`src/sv/stk_pkg.sv`:
```
// ----------------------------------------------------------------------------
// stk_pkg
// Types and codes shared by the sorted top-k insert block: request and
// response beats, the command codes and the controller-to-datapath command set.
// ----------------------------------------------------------------------------
package stk_pkg;

   // Command codes carried in the request beat
   localparam logic [1:0] CMD_INSERT = 2'd0;
   localparam logic [1:0] CMD_READ   = 2'd1;
   localparam logic [1:0] CMD_CLEAR  = 2'd2;

   // Field widths fixed by the interface
   localparam int SCORE_W = 32;
   localparam int LEVEL_W = 16;
   localparam int NAME_W  = 64;
   localparam int RIDX_W  = 4;
   localparam int POS_W   = 4;
   localparam int CSR_W   = 5;

   typedef struct packed {
      logic [1:0]                cmd;
      logic signed [SCORE_W-1:0] new_score;
      logic [LEVEL_W-1:0]        new_level;
      logic [NAME_W-1:0]         new_name;
      logic [RIDX_W-1:0]         read_index;
   } stk_req_type;

   typedef struct packed {
      logic                      accepted;
      logic [POS_W-1:0]          position;
      logic signed [SCORE_W-1:0] out_score;
      logic [LEVEL_W-1:0]        out_level;
      logic [NAME_W-1:0]         out_name;
      logic                      dirty;
   } stk_rsp_type;

   // Commands from the controller to the datapath
   typedef struct packed {
      logic capture;   // latch the request beat
      logic execute;   // apply the command to the table and build the response
   } stk_ctl_type;

endpackage

```
`src/sv/stk_ctrl.sv`:
```
// ----------------------------------------------------------------------------
// stk_ctrl
// Sequencer: captures a command, lets the datapath execute it, then issues
// the one-cycle response strobe.
// ----------------------------------------------------------------------------
module stk_ctrl
   import stk_pkg::*;
(
   input  logic        clock,
   input  logic        reset,
   input  logic        start,
   output logic        busy,
   output logic        rsp_valid,
   output stk_ctl_type ctl
);

   typedef enum logic [2:0] {
      ST_IDLE = 3'b001,
      ST_EXEC = 3'b010,
      ST_RESP = 3'b100
   } state_type;

   state_type state_ff;
   state_type state_in;

   // Advance one step per cycle once a command is taken
   always_comb begin
      state_in = state_ff;
      unique case (state_ff)
         ST_IDLE: begin
            if (start) state_in = ST_EXEC;
         end
         ST_EXEC: state_in = ST_RESP;
         ST_RESP: state_in = ST_IDLE;
         default: state_in = ST_IDLE;
      endcase
   end

   always_ff @(posedge clock) begin
      if (reset) begin
         state_ff <= ST_IDLE;
      end else begin
         state_ff <= state_in;
      end
   end

   // Drive commands and status
   assign busy        = (state_ff != ST_IDLE);
   assign rsp_valid   = (state_ff == ST_RESP);
   assign ctl.capture = (state_ff == ST_IDLE) && start;
   assign ctl.execute = (state_ff == ST_EXEC);

endmodule

```
`config.mk`:
```
export PLATFORM = sky130hd
export DESIGN_NAME = stk_ctrl
export DESIGN_NICKNAME = d
export VERILOG_FILES = /design/src/sv/stk_pkg.sv /design/src/sv/stk_ctrl.sv
export SDC_FILE = /design/constraint.sdc
export NUM_CORES = 1
export LEC_CHECK = 0
export BUFFER_PORTS_ARGS = -buffer_cell sky130_fd_sc_hd__buf_2
export CAP_MARGIN = 5
export CORE_AREA = 2 2 39 41
export DETAILED_ROUTE_END_ITERATION = 16
export DIE_AREA = 0 0 41 43
export GPL_ROUTABILITY_DRIVEN = 0
export GPL_TIMING_DRIVEN = 0
export PLACE_DENSITY = 0.35
export SKIP_LAST_GASP = 1
export SYNTH_ARGS = -nofsm -noshare
export SYNTH_HDL_FRONTEND = slang
export SYNTH_SLANG_ARGS = --single-unit
```
`constraint.sdc`:
```
create_clock -name clock -period 1.5 [get_ports clock]
set_input_delay 0.3 -clock clock [delete_from_list [all_inputs] [get_ports clock]]
set_output_delay 0.3 -clock clock [all_outputs]
set_load 0.01 [all_outputs]
```
==> out/metrics.yaml, run 1 <==
status: "completed"
via_per_inst: 3.46
internal_power_uw: 203
r2r_start: "state_ff[1]"
antenna_left: 0
max_freq_mhz: 687
criticalPathCategory: "reg2out"
grt_antenna_before_repair: 0
cap_violations: 0
yosys_warnings: 0
grt_max_degree: 7
power_frac_clock: 0.533
ff_latch_area_um2: 63.8
cts-root-buf: "clkbuf_4"
critPathTopFamily: "simple AND/OR/NAND/NOR gates"
synth_fa_ha_area_frac: 0
synthFlopType: "dfxtp_1"
met1Wirelength_um: 142
ys_ff_latch: 3
endpoint: "ctl[1]"
crit_arrival_ns: 1.16
grtUsageTotal: 0.0481
htreeDepth: 1
hold_slack_ns: 0.275
p_seq_frac: 0.344
drt_iter0_drc: 3
relSlewSlack: 0.836
fin_skew_ns: 0.00180
synth_edf_count: 0
synth_top_family_by_area: "simple AND/OR/NAND/NOR gates"
synth_mux_area_frac: 0
synth_top_area_cell: "dfxtp_1"
insertion_delay_ns: 0.23
finalSetupTns_ns: 0
cp_data_required_time_ns: 1.20
routed_wl_um: 330
cts.clk_slew.worst_paths_ns: 0.04
clock_path_buffers: 2
synth_seq_area_share: 0.429
rows: 14
via_count: 142
reg2reg_to: "state_ff[0]"
dieArea_mm2: 0.00176
cp-start-kind: "flop"
crit_cells: 3
cp_slowest_cell: "or3b_4"
rsz0062_at_grt: "true"
async_flop_share: 0
synthMostInstantiatedCell: "dfxtp_1"
yosys.area_share.simple: 0.429
wire_per_inst_um: 8.05
final_hold_viol_count: 0
setup_violations: 0
cts.sinks: 3
overflow: 0
switching_share: 0.222
power.density_mw_per_mm2: 1180
power.total_uw: 261
synth_area_leaders: "dfxtp_1 (43%), nand2b_1 (8.9%), or3b_4 (8.0%)"
cts_tree: "built"
n_antenna_cell: 0
syn_inst: 15
max_flop_register: "state_ff"
worst_pin_slew_ns: 0.244
post_cts_buffers: 0
coreArea_mm2: 0.00138
hp-class: "in2reg"
worstPathCellList: "or3b_4 > nor2_2 > buf_2"
reg_top3: "state_ff: 3 flops"
finalCritPeriodShare: 0.971
drc_errors: 0
synth-xor-area-share: 0
path_buf_inv: 1
crit_path_end_kind: "primary output"
grt_pass1_vias: 120
port_buffers: 6
nNetsFinal: 29
cp_max_fo: 5
fin_crit_ns: 1.46
power_switching_uw: 58.0
start_util: 0.101
cts_made_buffers: 3
routed-wl-met3_um: 54
dr.pass1.iters: 2
highest_layer: "met4"
synth_compound_area_frac: 0.0625
die_w_um: 41
slowest_delay_ns: 0.39
multi_input_area_um2: 68.8
largest_reg_flops: 3
p_leak_uw: 0.000104
yosysUniqueCellTypes: 12
grt_pass1_wl_um: 462
layout-drive-gt1-share: 0.600
synth_commonest_cells: "dfxtp_1 (3), nand2b_1 (2)"
ctsHoldBuffers: 0
syn_area_um2: 140
wl_met2_um: 127
syn-num-nets: 18
min_from: "reset"
cp-startpoint: "state_ff[0]"
r2r_cells: 2
vdd_ir_drop_max_uv: 262
p_comb_frac: 0.123
postSynthAreaPerCell_um2: 9.34
r2r_slack_ns: 0.62
synth_top_area_share: 0.429
area_growth_pct: 57.1
dieHeight_um: 43
num_io_pins: 7
final_max_slew_viol_count: 0
hpwl_um: 227
fillers: 164
power by group through the flow:
| stage | clock network, uW | logic, uW | registers (uW) |
|---|---|---|---|
| after global routing | 158 | 35.9 | 90.3 |
| after global placement | 0 | 31.8 | 89.8 |
| after floorplan | 0 | 21.1 | 89.1 |
| after CTS | 149 | 32.1 | 89.1 |
| after detailed placement | 0 | 32.1 | 89.9 |
| final | 139 | 32.0 | 89.8 |
cells in the final DEF, fill, tap and decap left out, types with 2 or more instances in the layout:
master and count:
buf_2 6, nand2b_1 2, clkbuf_4 3, dfxtp_2 3
layer usage:
metal,vias up,GRT usage
li1,71,-
met1,62,0.0417
met2,7,0.0438
met3,2,0.0628
met4,0,0.0600
met5,-,0
repair_timing:
item                                    4_1_cts  5_1_grt
endpoints found under the setup margin        1        1
cloned                                        0        0
resized for setup                             1        2
stage by stage:
step | worst slack, ns | utilization | cells | instance area, um^2
after global routing | -0.0184 | 0.159 | 41 | 220
after floorplan | 0.311 | - | 15 | 140
after CTS | 0.0192 | 0.157 | 41 | 218
after detailed placement | 0.244 | 0.137 | 37 | 190
after global placement | 0.252 | 0.137 | 37 | 190
final | 0.0442 | 0.159 | 41 | 220
logic make-up (layout without fill, tap and decap cells):
group                  after synthesis  in the layout
DFF                                  3              3
AOI/OAI and AO/OA                    1              1
and+or+nand+nor                      9              9
buffers and inverters                2             12
layout make-up:
| class | instances | share of cell area |
|---|---|---|
| Tap cell | 16 | 0.0909 |
| Clock buffer | 4 | 0.119 |
| Inverter | 1 | 0.0170 |
| Sequential cell | 3 | 0.290 |
| Multi-Input combinational cell | 10 | 0.313 |
| Buffer | 1 | 0.0341 |
| Timing Repair Buffer | 6 | 0.136 |
worst min path at each step:
stage | depth (start not counted) | end
detailed placement | 2 | state_ff[1]
finish | 2 | state_ff[1]
global placement | 2 | state_ff[1]
CTS | 2 | state_ff[2]
global route | 2 | state_ff[1]
floorplan | 1 | state_ff[1]
Note: power is estimated with default switching activity, not from simulation.
==> run 2, diff against run 1 <==
clock period = 1.8 ns   (was 1.5 ns; I/O delays follow)
==> out/metrics.yaml, run 2 (synthesized netlist as in run 1, its figures left out) <==
status: "completed"
cp-start-kind: "flop"
vdd_ir_drop_max_uv: 219  # -16%
final_area_um2: 216  # -1.7%
area_growth_pct: 54.5
internal_power_uw: 168  # -17%
switching_share: 0.221  # -0.00131
final_max_slew_viol_count: 0  # unchanged
start_util: 0.101  # unchanged
worstPathCellList: "or3b_4 > nor2_2 > buf_2"
cts_tree: "built"
grtUsageTotal: 0.0451  # -0.00301
n_antenna_cell: 0  # unchanged
largest_reg_flops: 3  # unchanged
highest_layer: "met4"
dr.pass1.iters: 2  # unchanged
clock_path_buffers: 2  # unchanged
crit_arrival_ns: 1.20  # +0.04 ns
grt_max_degree: 7  # unchanged
max_flop_register: "state_ff"
coreArea_mm2: 0.00138  # unchanged
slowest_delay_ns: 0.40  # about the same
cts-root-buf: "clkbuf_4"
rows: 14  # unchanged
antenna_left: 0  # unchanged
hpwl_um: 227  # unchanged
via_count: 139  # -2.1%
dieHeight_um: 43  # unchanged
p_leak_uw: 0.000104  # -0.50%
wire_per_inst_um: 7.29  # -9.4%
power_frac_clock: 0.535  # +0.002
p_seq_frac: 0.343  # about the same
cts.clk_slew.worst_paths_ns: 0.03  # about the same
drt_iter0_drc: 4  # +1
cts_made_buffers: 3  # unchanged
final_common_cell: "buf_2"
crit_cells: 3  # unchanged
finalSetupTns_ns: 0  # unchanged
cts_resized: 0  # -1
final_hold_viol_count: 0  # unchanged
path_buf_inv: 1  # unchanged
grt_antenna_before_repair: 0  # unchanged
finalCritPeriodShare: 0.864
hold_depth: 2  # unchanged
hp-class: "in2reg"
critPathTopFamily: "simple AND/OR/NAND/NOR gates"
rsz0062_at_grt: "false"
power.total_uw: 216  # -17%
via_per_inst: 3.39  # -2.1%
hold_slack_ns: 0.337  # +0.0616 ns
fin_crit_ns: 1.56
relSlewSlack: 0.830  # -0.00557
setup_violations: 0  # unchanged
cts.sinks: 3  # unchanged
grt_pass1_wl_um: 420  # -9.1%
post_cts_buffers: 0  # unchanged
crit_path_end_kind: "primary output"
reg_top3: "state_ff: 3 flops"
criticalPathCategory: "reg2out"
overflow: 0  # unchanged
met1Wirelength_um: 131  # -7.7%
final_cell_mix: "buf_2 (6), clkbuf_4 (3), dfxtp_1 (3)"
nNetsFinal: 29  # unchanged
post_dp_cell_area_um2: 190  # unchanged
fin_skew_ns: 0.00136  # -0.000436 ns
grt_pass1_vias: 108  # -10%
routed-wl-met3_um: 54  # unchanged
p_comb_frac: 0.122  # about the same
port_buffers: 6  # unchanged
cp_max_fo: 5  # unchanged
drc_errors: 0  # unchanged
die_w_um: 41  # unchanged
cap_violations: 0  # unchanged
layout-drive-gt1-share: 0.480  # -0.120
ctsHoldBuffers: 0  # unchanged
wl_met2_um: 106  # -17%
cp_slowest_cell: "or3b_4"
routed_wl_um: 299  # -9.4%
worst_pin_slew_ns: 0.252  # +0.00828 ns
insertion_delay_ns: 0.23  # about the same
num_io_pins: 7  # unchanged
htreeDepth: 1  # unchanged
power.density_mw_per_mm2: 998  # -16%
power_switching_uw: 47.7  # -18%
r2r_cells: 2  # unchanged
max_freq_mhz: 643
cp_data_required_time_ns: 1.44  # +0.24 ns
dieArea_mm2: 0.00176  # unchanged
-- run 2: final timing paths --
check	start	end	slack (ns)
worst min-delay path	reset	state_ff[2]	0.34
worst max register to register	state_ff[1]	state_ff[0]	0.91
worst max-delay path	state_ff[0]	ctl[1]	0.24
worst min register to register	state_ff[0]	state_ff[1]	0.49
-- run 2: power groups by stage --
stage	combinational (uW)	clock (uW)	sequential [uW]
2_1_floorplan	17.6	0	74.2
3_3_place_gp	26.5	0	74.9
3_5_place_dp	26.7	0	74.9
4_1_cts	26.7	124	73.9
5_1_grt	29.5	132	74.1
6_report	26.4	116	74.0
-- run 2: final cells by class --
| type | count | area, um^2 |
|---|---|---|
| Fill cell | 160 | 1170 |
| Multi-Input combinational cell | 10 | 68.8 |
| Sequential cell | 3 | 60.1 |
| Timing Repair Buffer | 6 | 30.0 |
| Clock buffer | 4 | 26.3 |
| Tap cell | 16 | 20.0 |
| Buffer | 1 | 7.51 |
| Inverter | 1 | 3.75 |
-- run 2: routing by layer --
layer  track usage  up-vias
li1              -       71
met1        0.0417       59
met3        0.0628        2
met2        0.0344        7
met4        0.0600        0
met5             0        -
-- run 2: stage by stage --
stage,std cells,util,worst slack [ns]
floorplan,15,-,0.551
global placement,37,0.137,0.492
detailed placement,37,0.137,0.484
CTS,41,0.156,0.229
global route,41,0.156,0.187
finish,41,0.156,0.244
